File: config.mk
export PLATFORM = sky130hd
export DESIGN_NAME = pid_with_twiddle_tuning_core
export DESIGN_NICKNAME = d
export VERILOG_FILES = /design/src/hw/rtl/ptt_pkg.sv /design/src/hw/rtl/ptt_mul.sv /design/src/hw/rtl/ptt_div.sv /design/src/hw/rtl/pid_with_twiddle_tuning_core.sv
export SDC_FILE = /design/constraint.sdc
export NUM_CORES = 2
export LEC_CHECK = 0
export BUFFER_PORTS_ARGS = -buffer_cell sky130_fd_sc_hd__buf_2
export CORE_MARGIN = 1
export CORE_UTILIZATION = 30
export CTS_BUF_LIST = sky130_fd_sc_hd__clkbuf_2 sky130_fd_sc_hd__clkbuf_4 sky130_fd_sc_hd__clkbuf_8
export DETAILED_ROUTE_END_ITERATION = 7
export PLACE_DENSITY = 0.43
export SLEW_MARGIN = 30
export SYNTH_ARGS = -nofsm -noshare
export SYNTH_HDL_FRONTEND = slang
export SYNTH_SLANG_ARGS = --single-unit
File: constraint.sdc
create_clock -name clk_i -period 21.5 [get_ports clk_i]
set_clock_uncertainty 0.05 [all_clocks]
set_input_delay 4.3 -clock clk_i [delete_from_list [all_inputs] [get_ports clk_i]]
set_output_delay 4.3 -clock clk_i [all_outputs]
set_load 0.1 [all_outputs]
File: src/hw/rtl/ptt_pkg.sv
// Shared types and constants of the PID controller with twiddle tuning.
package ptt_pkg;

  // Register indexes on the configuration port
  localparam logic [1:0] RegKp   = 2'd0;
  localparam logic [1:0] RegKi   = 2'd1;
  localparam logic [1:0] RegKd   = 2'd2;
  localparam logic [1:0] RegTune = 2'd3;

  // Horizon length that forces a tuning step
  localparam logic [10:0] HorizonMax = 11'd1500;
  localparam logic [10:0] CountMax   = 11'd2047;
  localparam logic [10:0] MinCount   = 11'd20;

  // Fixed-point constants
  localparam logic [47:0] CostMax   = 48'hFFFF_FFFF_FFFF;
  localparam logic [47:0] BestReset = 48'd65536000000;
  localparam logic [47:0] BigCost   = 48'd65536000000000;
  localparam logic signed [25:0] TolQ16 = 26'sd655;
  localparam logic signed [15:0] BigErr = 16'sd640;
  localparam logic signed [23:0] StepMax = 24'sd8388607;
  localparam logic signed [23:0] StepP   = 24'sd32768;
  localparam logic signed [23:0] StepI   = 24'sd6554;
  localparam logic signed [23:0] StepD   = 24'sd32768;
  localparam logic [3:0]  ScaleUp   = 4'd11;
  localparam logic [3:0]  ScaleDown = 4'd9;
  // ceil(2^26 / 10); the product shifted by 26 is exact below 2^26 / 6
  localparam logic signed [23:0] RecipTen = 24'sd6710887;

  // Twiddle phases
  localparam logic [1:0] PhTry  = 2'd0;
  localparam logic [1:0] PhUp   = 2'd1;
  localparam logic [1:0] PhDown = 2'd2;

  typedef enum logic [3:0] {
    StIdle, StSqe, StAcc, StDiv, StTwid, StSmul, StSwr,
    StM0, StM1, StM2, StM3, StDrv, StSqd, StOut
  } ptt_state_e;

  typedef enum logic [2:0] {
    MulNone, MulErr, MulProp, MulDiff, MulInteg, MulDrive, MulStep
  } ptt_mul_sel_e;

  // Per-cycle controls decoded from the sequencer state
  typedef struct packed {
    ptt_mul_sel_e mul_sel;
    logic         div_start;
  } ptt_ctl_t;

endpackage

File: src/hw/rtl/ptt_mul.sv
// Shared signed multiplier with registered product.
module ptt_mul import ptt_pkg::*; (
  input  logic               clk_i,
  input  logic signed [31:0] a_i,
  input  logic signed [23:0] b_i,
  output logic signed [55:0] p_o
);

  logic signed [55:0] p_q, p_d;

  assign p_d = 56'(a_i) * 56'(b_i);

  always_ff @(posedge clk_i) begin
    p_q <= p_d;
  end

  assign p_o = p_q;

endmodule

File: src/hw/rtl/ptt_div.sv
// Iterative restoring divider: 48-bit dividend by 11-bit divisor, one bit a cycle.
module ptt_div import ptt_pkg::*; (
  input  logic        clk_i,
  input  logic        rst_ni,
  input  logic        start_i,
  input  logic [47:0] dividend_i,
  input  logic [10:0] divisor_i,
  output logic        done_o,
  output logic [47:0] quot_o
);

  logic [47:0] quo_q, quo_d;
  logic [10:0] rem_q, rem_d;
  logic [10:0] dvs_q, dvs_d;
  logic [5:0]  cnt_q, cnt_d;
  logic        busy_q, busy_d;
  logic        done_q, done_d;
  logic [11:0] trial;

  // One quotient bit per cycle
  always_comb begin
    quo_d  = quo_q;
    rem_d  = rem_q;
    dvs_d  = dvs_q;
    cnt_d  = cnt_q;
    busy_d = busy_q;
    done_d = 1'b0;
    trial  = {rem_q, quo_q[47]};
    if (start_i && !busy_q) begin
      quo_d  = dividend_i;
      rem_d  = '0;
      dvs_d  = divisor_i;
      cnt_d  = '0;
      busy_d = 1'b1;
    end else if (busy_q) begin
      if (trial >= {1'b0, dvs_q}) begin
        rem_d = 11'(trial - {1'b0, dvs_q});
        quo_d = {quo_q[46:0], 1'b1};
      end else begin
        rem_d = trial[10:0];
        quo_d = {quo_q[46:0], 1'b0};
      end
      cnt_d = cnt_q + 6'd1;
      if (cnt_q == 6'd47) begin
        busy_d = 1'b0;
        done_d = 1'b1;
      end
    end
  end

  always_ff @(posedge clk_i or negedge rst_ni) begin
    if (!rst_ni) begin
      busy_q <= 1'b0;
      done_q <= 1'b0;
      cnt_q  <= '0;
    end else begin
      busy_q <= busy_d;
      done_q <= done_d;
      cnt_q  <= cnt_d;
    end
  end

  always_ff @(posedge clk_i) begin
    quo_q <= quo_d;
    rem_q <= rem_d;
    dvs_q <= dvs_d;
  end

  assign done_o = done_q;
  assign quot_o = quo_q;

endmodule

File: src/hw/rtl/pid_with_twiddle_tuning_core.sv
// Top level: PID controller with online twiddle gain tuning.
//
// Usage:
//   Input channel (in_valid_i/in_ready_o) carries one Q7.8 error sample per
//   request. Output channel (out_valid_o/out_ready_i) returns one result per
//   sample: saturated Q7.8 drive, a retuned flag and the coefficient index
//   now under tuning. Gains and the tuning enable are written through the
//   cfg_we_i/cfg_idx_i/cfg_data_i port while the block is idle; writing any
//   gain reloads all gains and restarts the tuner.
//   From accept to result a sample passes StSqe, StAcc, StM0 to StM3, StDrv,
//   StSqd and StOut; a tuning trigger adds StDiv and StTwid, and a step rescale
//   adds StSmul and StSwr. All products go through one shared 32x24 multiplier
//   (the step rescale uses a reciprocal of ten); the cost normalization runs
//   on a bit-serial 48-bit divider, which sets the worst case.
//   in_ready_o is high only while the sequencer is idle, so a new sample is
//   taken only after the last one has left StOut. The result sits in an
//   output register, so the next sample is taken while it still waits;
//   a stalled receiver holds the block only when a second result is ready.
//   Reset clears all terms, cost and tuner state, sets gains to zero, steps
//   to 0.5/0.1/0.5 and disables tuning.
module pid_with_twiddle_tuning_core import ptt_pkg::*; (
  input  logic               clk_i,
  input  logic               rst_ni,
  input  logic               in_valid_i,
  output logic               in_ready_o,
  input  logic signed [15:0] error_sample_i,
  output logic               out_valid_o,
  input  logic               out_ready_i,
  output logic signed [15:0] drive_value_o,
  output logic               retuned_o,
  output logic [1:0]         tuned_coefficient_o,
  input  logic               cfg_we_i,
  input  logic [1:0]         cfg_idx_i,
  input  logic [23:0]        cfg_data_i
);

  ptt_state_e state_q, state_d;
  ptt_ctl_t   ctl;

  logic signed [15:0] prop_q, prop_d, e_q, e_d, dv_q, dv_d;
  logic signed [16:0] diff_q, diff_d;
  logic signed [31:0] integ_q, integ_d;
  logic [47:0] cost_q, cost_d, best_q, best_d;
  logic [10:0] sc_q, sc_d;
  logic [1:0]  coord_q, coord_d, phase_q, phase_d, tk_q, tk_d;
  logic        restart_q, restart_d, tune_q, tune_d, retuned_q, retuned_d;
  logic [3:0]  num_q, num_d;
  logic signed [23:0] gain_q [3];
  logic signed [23:0] gain_d [3];
  logic signed [23:0] step_q [3];
  logic signed [23:0] step_d [3];
  logic signed [23:0] rgain_q [3];
  logic signed [23:0] rgain_d [3];
  logic signed [57:0] acc_q, acc_d;
  logic        out_valid_q, out_valid_d, oret_q, oret_d;
  logic signed [15:0] odrv_q, odrv_d;
  logic [1:0]  ocoef_q, ocoef_d;

  logic signed [31:0] mul_a;
  logic signed [23:0] mul_b;
  logic signed [55:0] prod;
  logic        div_done;
  logic [47:0] quot;
  logic [47:0] div_dividend;
  logic [10:0] div_divisor;

  // Combinational helpers
  logic        in_acc, trig, big, tw_run, tw_scale, out_free;
  logic [48:0] cost_sum;
  logic [47:0] cost_new;
  logic [10:0] sc_new;
  logic signed [32:0] integ_sum;
  logic [1:0]  k, ph;
  logic signed [25:0] g_ext, s_ext, g_plus, g_minus2, step_sum;
  logic signed [57:0] neg;
  logic signed [41:0] dv_full;
  logic [23:0] rq;
  logic [24:0] step_up;
  logic [23:0] step_dn;

  assign in_acc   = in_valid_i && in_ready_o;
  assign out_free = !out_valid_q || out_ready_i;

  function automatic logic signed [23:0] sat24(input logic signed [25:0] x);
    if (x > 26'sd8388607)       return 24'sh7FFFFF;
    else if (x < -26'sd8388608) return 24'sh800000;
    else                        return x[23:0];
  endfunction

  // Cost after adding the square of the sample, count after increment
  assign cost_sum = {1'b0, cost_q} + {1'b0, prod[47:0]};
  assign cost_new = cost_sum[48] ? CostMax : cost_sum[47:0];
  assign sc_new   = (sc_q < CountMax) ? sc_q + 11'd1 : sc_q;
  assign big      = (e_q > BigErr) || (e_q < -BigErr);
  assign trig     = tune_q && ((sc_new == HorizonMax) || ((sc_new > MinCount) && big));

  // Twiddle operands
  assign k        = (coord_q == 2'd3) ? 2'd0 : coord_q;
  assign ph       = (phase_q == 2'd3) ? PhTry : phase_q;
  assign g_ext    = 26'(gain_q[k]);
  assign s_ext    = 26'(step_q[k]);
  assign g_plus   = g_ext + s_ext;
  assign g_minus2 = g_ext - (s_ext <<< 1);
  assign step_sum = 26'(step_q[0]) + 26'(step_q[1]) + 26'(step_q[2]);
  assign tw_run   = step_sum > TolQ16;
  assign tw_scale = tw_run && (ph != PhTry) && ((quot < best_q) || (ph == PhDown));

  // Step rescale: up is s + (s+5)/10, down is s - (s+4)/10
  assign rq      = prod[49:26];
  assign step_up = 25'(step_q[tk_q]) + 25'(rq);
  assign step_dn = step_q[tk_q] - rq;

  // Drive: negate, round half up to Q.8, saturate
  assign neg     = 58'sd32768 - acc_q;
  assign dv_full = neg[57:16];

  // Sequencer next state
  always_comb begin
    state_d = state_q;
    case (state_q)
      StIdle: if (in_valid_i) state_d = StSqe;
      StSqe:  state_d = StAcc;
      StAcc:  state_d = trig ? StDiv : StM0;
      StDiv:  if (div_done) state_d = StTwid;
      StTwid: state_d = tw_scale ? StSmul : StM0;
      StSmul: state_d = StSwr;
      StSwr:  state_d = StM0;
      StM0:   state_d = StM1;
      StM1:   state_d = StM2;
      StM2:   state_d = StM3;
      StM3:   state_d = StDrv;
      StDrv:  state_d = StSqd;
      StSqd:  state_d = StOut;
      StOut:  if (out_free) state_d = StIdle;
      default: state_d = StIdle;
    endcase
  end

  // Per-state controls
  always_comb begin
    ctl = '{mul_sel: MulNone, div_start: 1'b0};
    case (state_q)
      StSqe:  ctl.mul_sel = MulErr;
      StAcc:  ctl.div_start = trig;
      StSmul: ctl.mul_sel = MulStep;
      StM0:   ctl.mul_sel = MulProp;
      StM1:   ctl.mul_sel = MulDiff;
      StM2:   ctl.mul_sel = MulInteg;
      StSqd:  ctl.mul_sel = MulDrive;
      // keep the squared drive on the product while the result waits
      StOut:  ctl.mul_sel = MulDrive;
      default: ctl.mul_sel = MulNone;
    endcase
  end

  assign in_ready_o = (state_q == StIdle);

  // Multiplier operand select
  always_comb begin
    mul_a = '0;
    mul_b = '0;
    case (ctl.mul_sel)
      MulErr:   begin mul_a = 32'(e_q);     mul_b = 24'(e_q);      end
      MulProp:  begin mul_a = 32'(prop_q);  mul_b = gain_q[0];     end
      MulDiff:  begin mul_a = 32'(diff_q);  mul_b = gain_q[2];     end
      MulInteg: begin mul_a = integ_q;      mul_b = gain_q[1];     end
      MulDrive: begin mul_a = 32'(dv_q);    mul_b = 24'(dv_q);     end
      MulStep:  begin
        mul_a = 32'(step_q[tk_q]) + ((num_q == ScaleDown) ? 32'sd4 : 32'sd5);
        mul_b = RecipTen;
      end
      default:  begin mul_a = '0;           mul_b = '0;            end
    endcase
  end

  // Divider operands: cost over count
  assign div_dividend = big ? BigCost : cost_new;
  assign div_divisor  = sc_new;

  ptt_mul u_mul (
    .clk_i (clk_i),
    .a_i   (mul_a),
    .b_i   (mul_b),
    .p_o   (prod)
  );

  ptt_div u_div (
    .clk_i      (clk_i),
    .rst_ni     (rst_ni),
    .start_i    (ctl.div_start),
    .dividend_i (div_dividend),
    .divisor_i  (div_divisor),
    .done_o     (div_done),
    .quot_o     (quot)
  );

  // Datapath and tuner state
  always_comb begin
    prop_d = prop_q;  diff_d = diff_q;  integ_d = integ_q;  e_d = e_q;
    cost_d = cost_q;  best_d = best_q;  sc_d = sc_q;
    coord_d = coord_q; phase_d = phase_q; restart_d = restart_q;
    tune_d = tune_q;  retuned_d = retuned_q; tk_d = tk_q; num_d = num_q;
    acc_d = acc_q;    dv_d = dv_q;
    gain_d = gain_q;  step_d = step_q;  rgain_d = rgain_q;
    out_valid_d = out_valid_q; odrv_d = odrv_q; oret_d = oret_q; ocoef_d = ocoef_q;
    integ_sum = 33'(integ_q) + 33'(error_sample_i);

    if (out_valid_q && out_ready_i) out_valid_d = 1'b0;

    case (state_q)
      StIdle: if (in_acc) begin
        e_d       = error_sample_i;
        retuned_d = 1'b0;
        if (restart_q) begin
          prop_d = '0; diff_d = '0; integ_d = '0;
          restart_d = 1'b0;
        end else begin
          prop_d = error_sample_i;
          diff_d = 17'(error_sample_i) - 17'(prop_q);
          if (integ_sum > 33'sh0_7FFF_FFFF)       integ_d = 32'sh7FFF_FFFF;
          else if (integ_sum < -33'sh0_8000_0000) integ_d = 32'sh8000_0000;
          else                                    integ_d = integ_sum[31:0];
        end
      end
      StAcc: begin
        if (trig) begin
          cost_d = '0;
          sc_d   = 11'd1;
        end else begin
          cost_d = cost_new;
          sc_d   = sc_new;
        end
      end
      StTwid: begin
        if (!tw_run) begin
          restart_d = 1'b0;
        end else begin
          restart_d = 1'b1;
          retuned_d = 1'b1;
          tk_d      = k;
          case (ph)
            PhUp: begin
              if (quot < best_q) begin
                best_d  = quot;
                num_d   = ScaleUp;
                phase_d = PhTry;
                coord_d = (k == 2'd2) ? 2'd0 : k + 2'd1;
              end else begin
                gain_d[k] = sat24(g_minus2);
                phase_d   = PhDown;
                coord_d   = k;
              end
            end
            PhDown: begin
              if (quot < best_q) begin
                best_d = quot;
                num_d  = ScaleUp;
              end else begin
                gain_d[k] = sat24(g_plus);
                num_d     = ScaleDown;
              end
              phase_d = PhTry;
              coord_d = (k == 2'd2) ? 2'd0 : k + 2'd1;
            end
            default: begin
              gain_d[k] = sat24(g_plus);
              best_d    = quot;
              phase_d   = PhUp;
              coord_d   = k;
            end
          endcase
        end
      end
      StSwr: begin
        if (num_q == ScaleDown)          step_d[tk_q] = $signed(step_dn);
        else if (step_up > 25'(StepMax)) step_d[tk_q] = StepMax;
        else                             step_d[tk_q] = $signed(step_up[23:0]);
      end
      StM1:  acc_d = 58'(prod);
      StM2:  acc_d = acc_q + 58'(prod);
      StM3:  acc_d = acc_q + 58'(prod);
      StDrv: begin
        if (dv_full > 42'sd32767)       dv_d = 16'sh7FFF;
        else if (dv_full < -42'sd32768) dv_d = 16'sh8000;
        else                            dv_d = dv_full[15:0];
      end
      StOut: if (out_free) begin
        if (!restart_q) cost_d = cost_sum[48] ? CostMax : cost_sum[47:0];
        out_valid_d = 1'b1;
        odrv_d  = dv_q;
        oret_d  = retuned_q;
        ocoef_d = coord_q;
      end
      default: ;
    endcase

    // Register writes: a gain write reloads the whole tuner
    if (cfg_we_i) begin
      if (cfg_idx_i == RegTune) begin
        tune_d = cfg_data_i[0];
      end else begin
        rgain_d[cfg_idx_i] = cfg_data_i;
        prop_d = '0; diff_d = '0; integ_d = '0;
        cost_d = '0; best_d = BestReset; sc_d = 11'd1;
        coord_d = '0; phase_d = PhTry; restart_d = 1'b0;
        gain_d  = rgain_d;
        step_d[0] = StepP; step_d[1] = StepI; step_d[2] = StepD;
      end
    end
  end

  always_ff @(posedge clk_i or negedge rst_ni) begin
    if (!rst_ni) begin
      state_q <= StIdle;
      prop_q <= '0; diff_q <= '0; integ_q <= '0;
      cost_q <= '0; best_q <= BestReset; sc_q <= 11'd1;
      coord_q <= '0; phase_q <= PhTry; restart_q <= 1'b0;
      tune_q <= 1'b0; retuned_q <= 1'b0;
      gain_q[0] <= '0; gain_q[1] <= '0; gain_q[2] <= '0;
      rgain_q[0] <= '0; rgain_q[1] <= '0; rgain_q[2] <= '0;
      step_q[0] <= StepP; step_q[1] <= StepI; step_q[2] <= StepD;
      out_valid_q <= 1'b0;
    end else begin
      state_q <= state_d;
      prop_q <= prop_d; diff_q <= diff_d; integ_q <= integ_d;
      cost_q <= cost_d; best_q <= best_d; sc_q <= sc_d;
      coord_q <= coord_d; phase_q <= phase_d; restart_q <= restart_d;
      tune_q <= tune_d; retuned_q <= retuned_d;
      gain_q <= gain_d; rgain_q <= rgain_d; step_q <= step_d;
      out_valid_q <= out_valid_d;
    end
  end

  // Payload registers
  always_ff @(posedge clk_i) begin
    e_q <= e_d; tk_q <= tk_d; num_q <= num_d;
    acc_q <= acc_d; dv_q <= dv_d;
    odrv_q <= odrv_d; oret_q <= oret_d; ocoef_q <= ocoef_d;
  end

  assign out_valid_o         = out_valid_q;
  assign drive_value_o       = odrv_q;
  assign retuned_o           = oret_q;
  assign tuned_coefficient_o = ocoef_q;

endmodule

==> Implementation_results.wiki <==
{| class="wikitable"
! Metric !! Value
|-
| Achievable clock frequency || around 84 MHz
|-
| Count of boundary I/O pins || 68
|-
| Power density normalized to cell area || 136 nW/um2
|-
| Skew-Pair Late Insertion Delay || 920 ps
|-
| Mapped Area || 72300 um2
|-
| Result of the run || completed
|-
| Remaining antenna violation count after routing || 0
|-
| Final setup viols || 0
|-
| Fin crit period || roughly 12000 ps
|-
| Post-detailed-route wirelength per cell || roughly 23 um
|-
| Post-Route Setup TNS || 0 ps
|-
| VDD IR max || 0.000125 V
|-
| Row Count || 179
|-
| Area growth, synth to finish || 10.0%
|-
| Synth top area cells || sky130_fd_sc_hd__fa_1 23%, sky130_fd_sc_hd__dfrtp_1 14%, sky130_fd_sc_hd__ha_1 8.5%
|-
| WL final || roughly 270000 um
|-
| Vias per inst || 5.20
|-
| Total gr overflow || 0
|-
| Leading cell types in the layout, fill and taps excluded || 1199 x sky130_fd_sc_hd__nand2_1, 1159 x sky130_fd_sc_hd__inv_1, 817 x sky130_fd_sc_hd__fa_1
|-
| Final worst-path cycle share || 0.552
|-
| Required time of the critical path || 22210 ps
|-
| Crit. End Element || flip-flop
|-
| Number of port buffers || 67
|-
| First-pass GRT wire length || 401000 um
|-
| Most common flop cell mapped by yosys || sky130_fd_sc_hd__dfrtp_1
|-
| Pre-Repair DR Iteration Count || 6
|-
| Die ar. || roughly 240000 um2
|-
| Clock tree from TritonCTS || yes
|-
| Final-layout fill cell count || 25200
|-
| Number of placed instances, taps included || between 10000 and 15000
|-
| Slowest cell on crit path || sky130_fd_sc_hd__edfxtp_1
|-
| Clock slew seen by the registers of the worst setup and hold paths || 60 ps
|-
| Pre-CTS setup slack || roughly 9700 ps
|-
| Lkg Pwr || 36.3 nW
|-
| Global routing usage summed across all routing layers || 0.221
|-
| Via count || 60300
|-
| Most frequent standard cell in the layout excluding fill and tap cells || sky130_fd_sc_hd__nand2_1
|-
| Count of mapped cells out of synthesis || 8357
|-
| Antenna violations before repair || 10
|-
| Startpoint types || flip-flop
|-
| Pin count of the biggest net entering global routing || 144
|-
| Sequential fraction of the synthesis area || 0.231
|-
| Unrepaired setup endpoints after global routing || false
|-
| Number of hold-repair buffers added at the cts stage || 0
|-
| Core region area || 239000 um2
|-
| Mapped Nets || 9711
|-
| Flip-flop and latch count after synthesis || 646
|-
| Clock buffer count from CTS || 135
|-
| Drt drc || 0
|-
| Max-slew violation count || 0
|-
| Netlist cell types || 115
|-
| Max H-tree Level || 4
|-
| Via count of the first global-routing pass || 61300
|-
| Non-filler cells in the finished layout || about 12000
|-
| FFs w/ async S/R, synth || 0.632
|-
| Worst endpoint data arrival time || 12590 ps
|-
| Violation count after the first detailed-route iteration || 4713
|-
| Number of enable flip-flop cells after synthesis || 171
|-
| Slew @ Worst Pin || approximately 1100 ps
|-
| Number of maximum-capacitance violations || 0
|-
| Post CTS Setup Buffer Count || 0
|-
| Number of nets in the layout || 9687
|-
| Total of warnings raised by yosys || 0
|-
| Headroom to the max-slew limit || 0.285
|-
| Number of hold violations in the final report || 0
|-
| Die Height || 493 um
|-
| Clk sinks || 646
|-
| Fraction of final layout cells sized beyond drive strength 1 || 0.0784
|-
| Effective utilization at floorplan || 0.303
|-
| Mean cell area of the mapped netlist || about 8.7 um2
|-
| Longest individual stage delay on the worst path || 660 ps
|-
| Master cell of the clock root buffer || sky130_fd_sc_hd__clkbuf_8
|-
| Biggest fanout along the worst timing path || 25
|-
| Area fraction of the dominant cell type after synthesis || 0.226
|-
| Largest area contributor in the netlist || sky130_fd_sc_hd__fa_1
|-
| Quantity of gates resized following cts || 0
|-
| Half-perimeter wire length of the detailed placement result || 206000 um
|-
| Final Wtd Congestion || roughly 0.9
|-
| Most common cell type on the critical path || sky130_fd_sc_hd__fa_1
|-
| Width of the die || 493 um
|-
| Post-layout util || 0.333
|-
| Class of the tightest hold or removal check || flip-flop to flip-flop
|-
| Buffer levels on the longest clock path || 3
|-
| Final setup slack of the worst path || 9630 ps
|-
| Critical path start-end classification || flip-flop to flip-flop
|}
-- flip-flops by register name (all words and copies together), names as in the netlist, 32 cells and up --
name / count
u_mul.p_o: 56
best_q: 48
gain_q: 72
step_q: 72
rgain_q: 72
acc_q: 58
integ_q: 32
u_div.quot_o: 48
cost_q: 48
-- synth_stat cells (14+ instances only) --
master,number
sky130_fd_sc_hd__o21bai_1,36
sky130_fd_sc_hd__clkbuf_1,338
sky130_fd_sc_hd__nand3_1,104
sky130_fd_sc_hd__fa_1,817
sky130_fd_sc_hd__nor2b_1,77
sky130_fd_sc_hd__a221o_1,14
sky130_fd_sc_hd__a32oi_1,23
sky130_fd_sc_hd__nor2_1,588
sky130_fd_sc_hd__nand2_1,1211
sky130_fd_sc_hd__nand2b_1,100
sky130_fd_sc_hd__a21o_1,133
sky130_fd_sc_hd__mux2_2,61
sky130_fd_sc_hd__o31ai_1,25
sky130_fd_sc_hd__dfxtp_1,67
sky130_fd_sc_hd__and3_1,43
sky130_fd_sc_hd__nor4_1,21
sky130_fd_sc_hd__nand4_1,53
sky130_fd_sc_hd__xor2_1,100
sky130_fd_sc_hd__ha_1,490
sky130_fd_sc_hd__edfxtp_1,171
sky130_fd_sc_hd__mux2i_1,88
sky130_fd_sc_hd__buf_2,34
sky130_fd_sc_hd__a21oi_1,575
sky130_fd_sc_hd__o21ai_0,521
sky130_fd_sc_hd__or3_1,26
sky130_fd_sc_hd__and2_1,60
sky130_fd_sc_hd__o22ai_1,23
sky130_fd_sc_hd__a211o_1,15
sky130_fd_sc_hd__nor3_1,86
sky130_fd_sc_hd__a221oi_1,32
sky130_fd_sc_hd__or2_2,20
sky130_fd_sc_hd__dfrtp_1,391
sky130_fd_sc_hd__a222oi_1,25
sky130_fd_sc_hd__o211ai_1,53
sky130_fd_sc_hd__o21a_1,61
sky130_fd_sc_hd__a31oi_1,68
sky130_fd_sc_hd__nor3b_1,31
sky130_fd_sc_hd__o21ai_1,16
sky130_fd_sc_hd__a21boi_0,22
sky130_fd_sc_hd__xnor2_1,172
sky130_fd_sc_hd__dfstp_2,17
sky130_fd_sc_hd__inv_1,1161
sky130_fd_sc_hd__a22oi_1,108
sky130_fd_sc_hd__a211oi_1,61
-- stage by stage --
stage / power, mW / hold WS, ps / instance area, um2
after global routing: 11.7 / 451 / 79500
final: 10.8 / 424 / 79500
after global placement: 9.36 / 413 / 76400
after floorplan: 6.78 / 376 / 72300
after CTS: 10.9 / 428 / 79500
after detailed placement: 9.38 / 412 / 76500
-- per-layer routing --
layer | share of wire | GRT usage | vias up
li1 | - | - | 27800
met1 | 0.44 | 0.297 | 30500
met2 | 0.47 | 0.357 | 1615
met3 | 0.052 | 0.0286 | 380
met4 | 0.040 | 0.0885 | 0
met5 | 0 | 0 | -
-- power breakdown --
part	leakage (nW)	switching (mW)	total (mW)	internal, mW
Clock	1.57	0.638	1.45	0.816
Combinational	27.3	4.84	7.43	2.59
Sequential	7.40	0.352	1.95	1.60
-- final timing paths --
check                               start              to  slack, ps  depth (start not counted)
min in group asynchronous          rst_ni       cost_q[4]       3290                          1
hold / removal             u_div.rem_q[1]  u_div.rem_q[1]        420                          2
max in group asynchronous          rst_ni      gain_q[25]      15950                          3
setup / recovery                  tk_q[1]   u_mul.p_o[55]       9630                         38
hold reg to reg            u_div.rem_q[1]  u_div.rem_q[1]        420                          2
setup reg to reg                  tk_q[1]   u_mul.p_o[55]       9630                         38
-- cell families (layout without fill, tap and decap cells) --
logic type | Yosys count | count (layout) | share of synthesized area
AO/OA/AOI/OAI | 1951 | 1951 | 0.169
adder cells (fa/ha/maj) | 1311 | 1311 | 0.312
XOR/XNOR | 272 | 272 | 0.0330
AND/OR/NAND/NOR | 2477 | 2477 | 0.152
flip-flops | 646 | 646 | 0.231
other | 0 | 2 | 0
multiplexers | 149 | 149 | 0.0217
buffers and inverters | 1551 | 1638 | 0.0817
-- area by class of cell --
class,count,area [um2],area share
Multi-Input combinational cell,6160,49900,0.628
Sequential cell,646,16700,0.210
Inverter,1162,4360,0.0549
Tap cell,3167,3960,0.0498
Clock buffer,207,2550,0.0321
Timing Repair Buffer,228,1590,0.0200
Clock inverter,41,393,0.00494
Antenna cell,2,5.00,0.0000629
-- critical path: cells and delay by family, from the launching register on --
family | cells | cell delay [ps]
flip-flops | 1 | 660
AO/OA/AOI/OAI | 13 | 3070
AND/OR/NAND/NOR | 12 | 3440
XOR/XNOR | 1 | 140
buffers and inverters | 4 | 470
adder cells (fa/ha/maj) | 8 | 3890
Power figures use the tool's default switching activity.
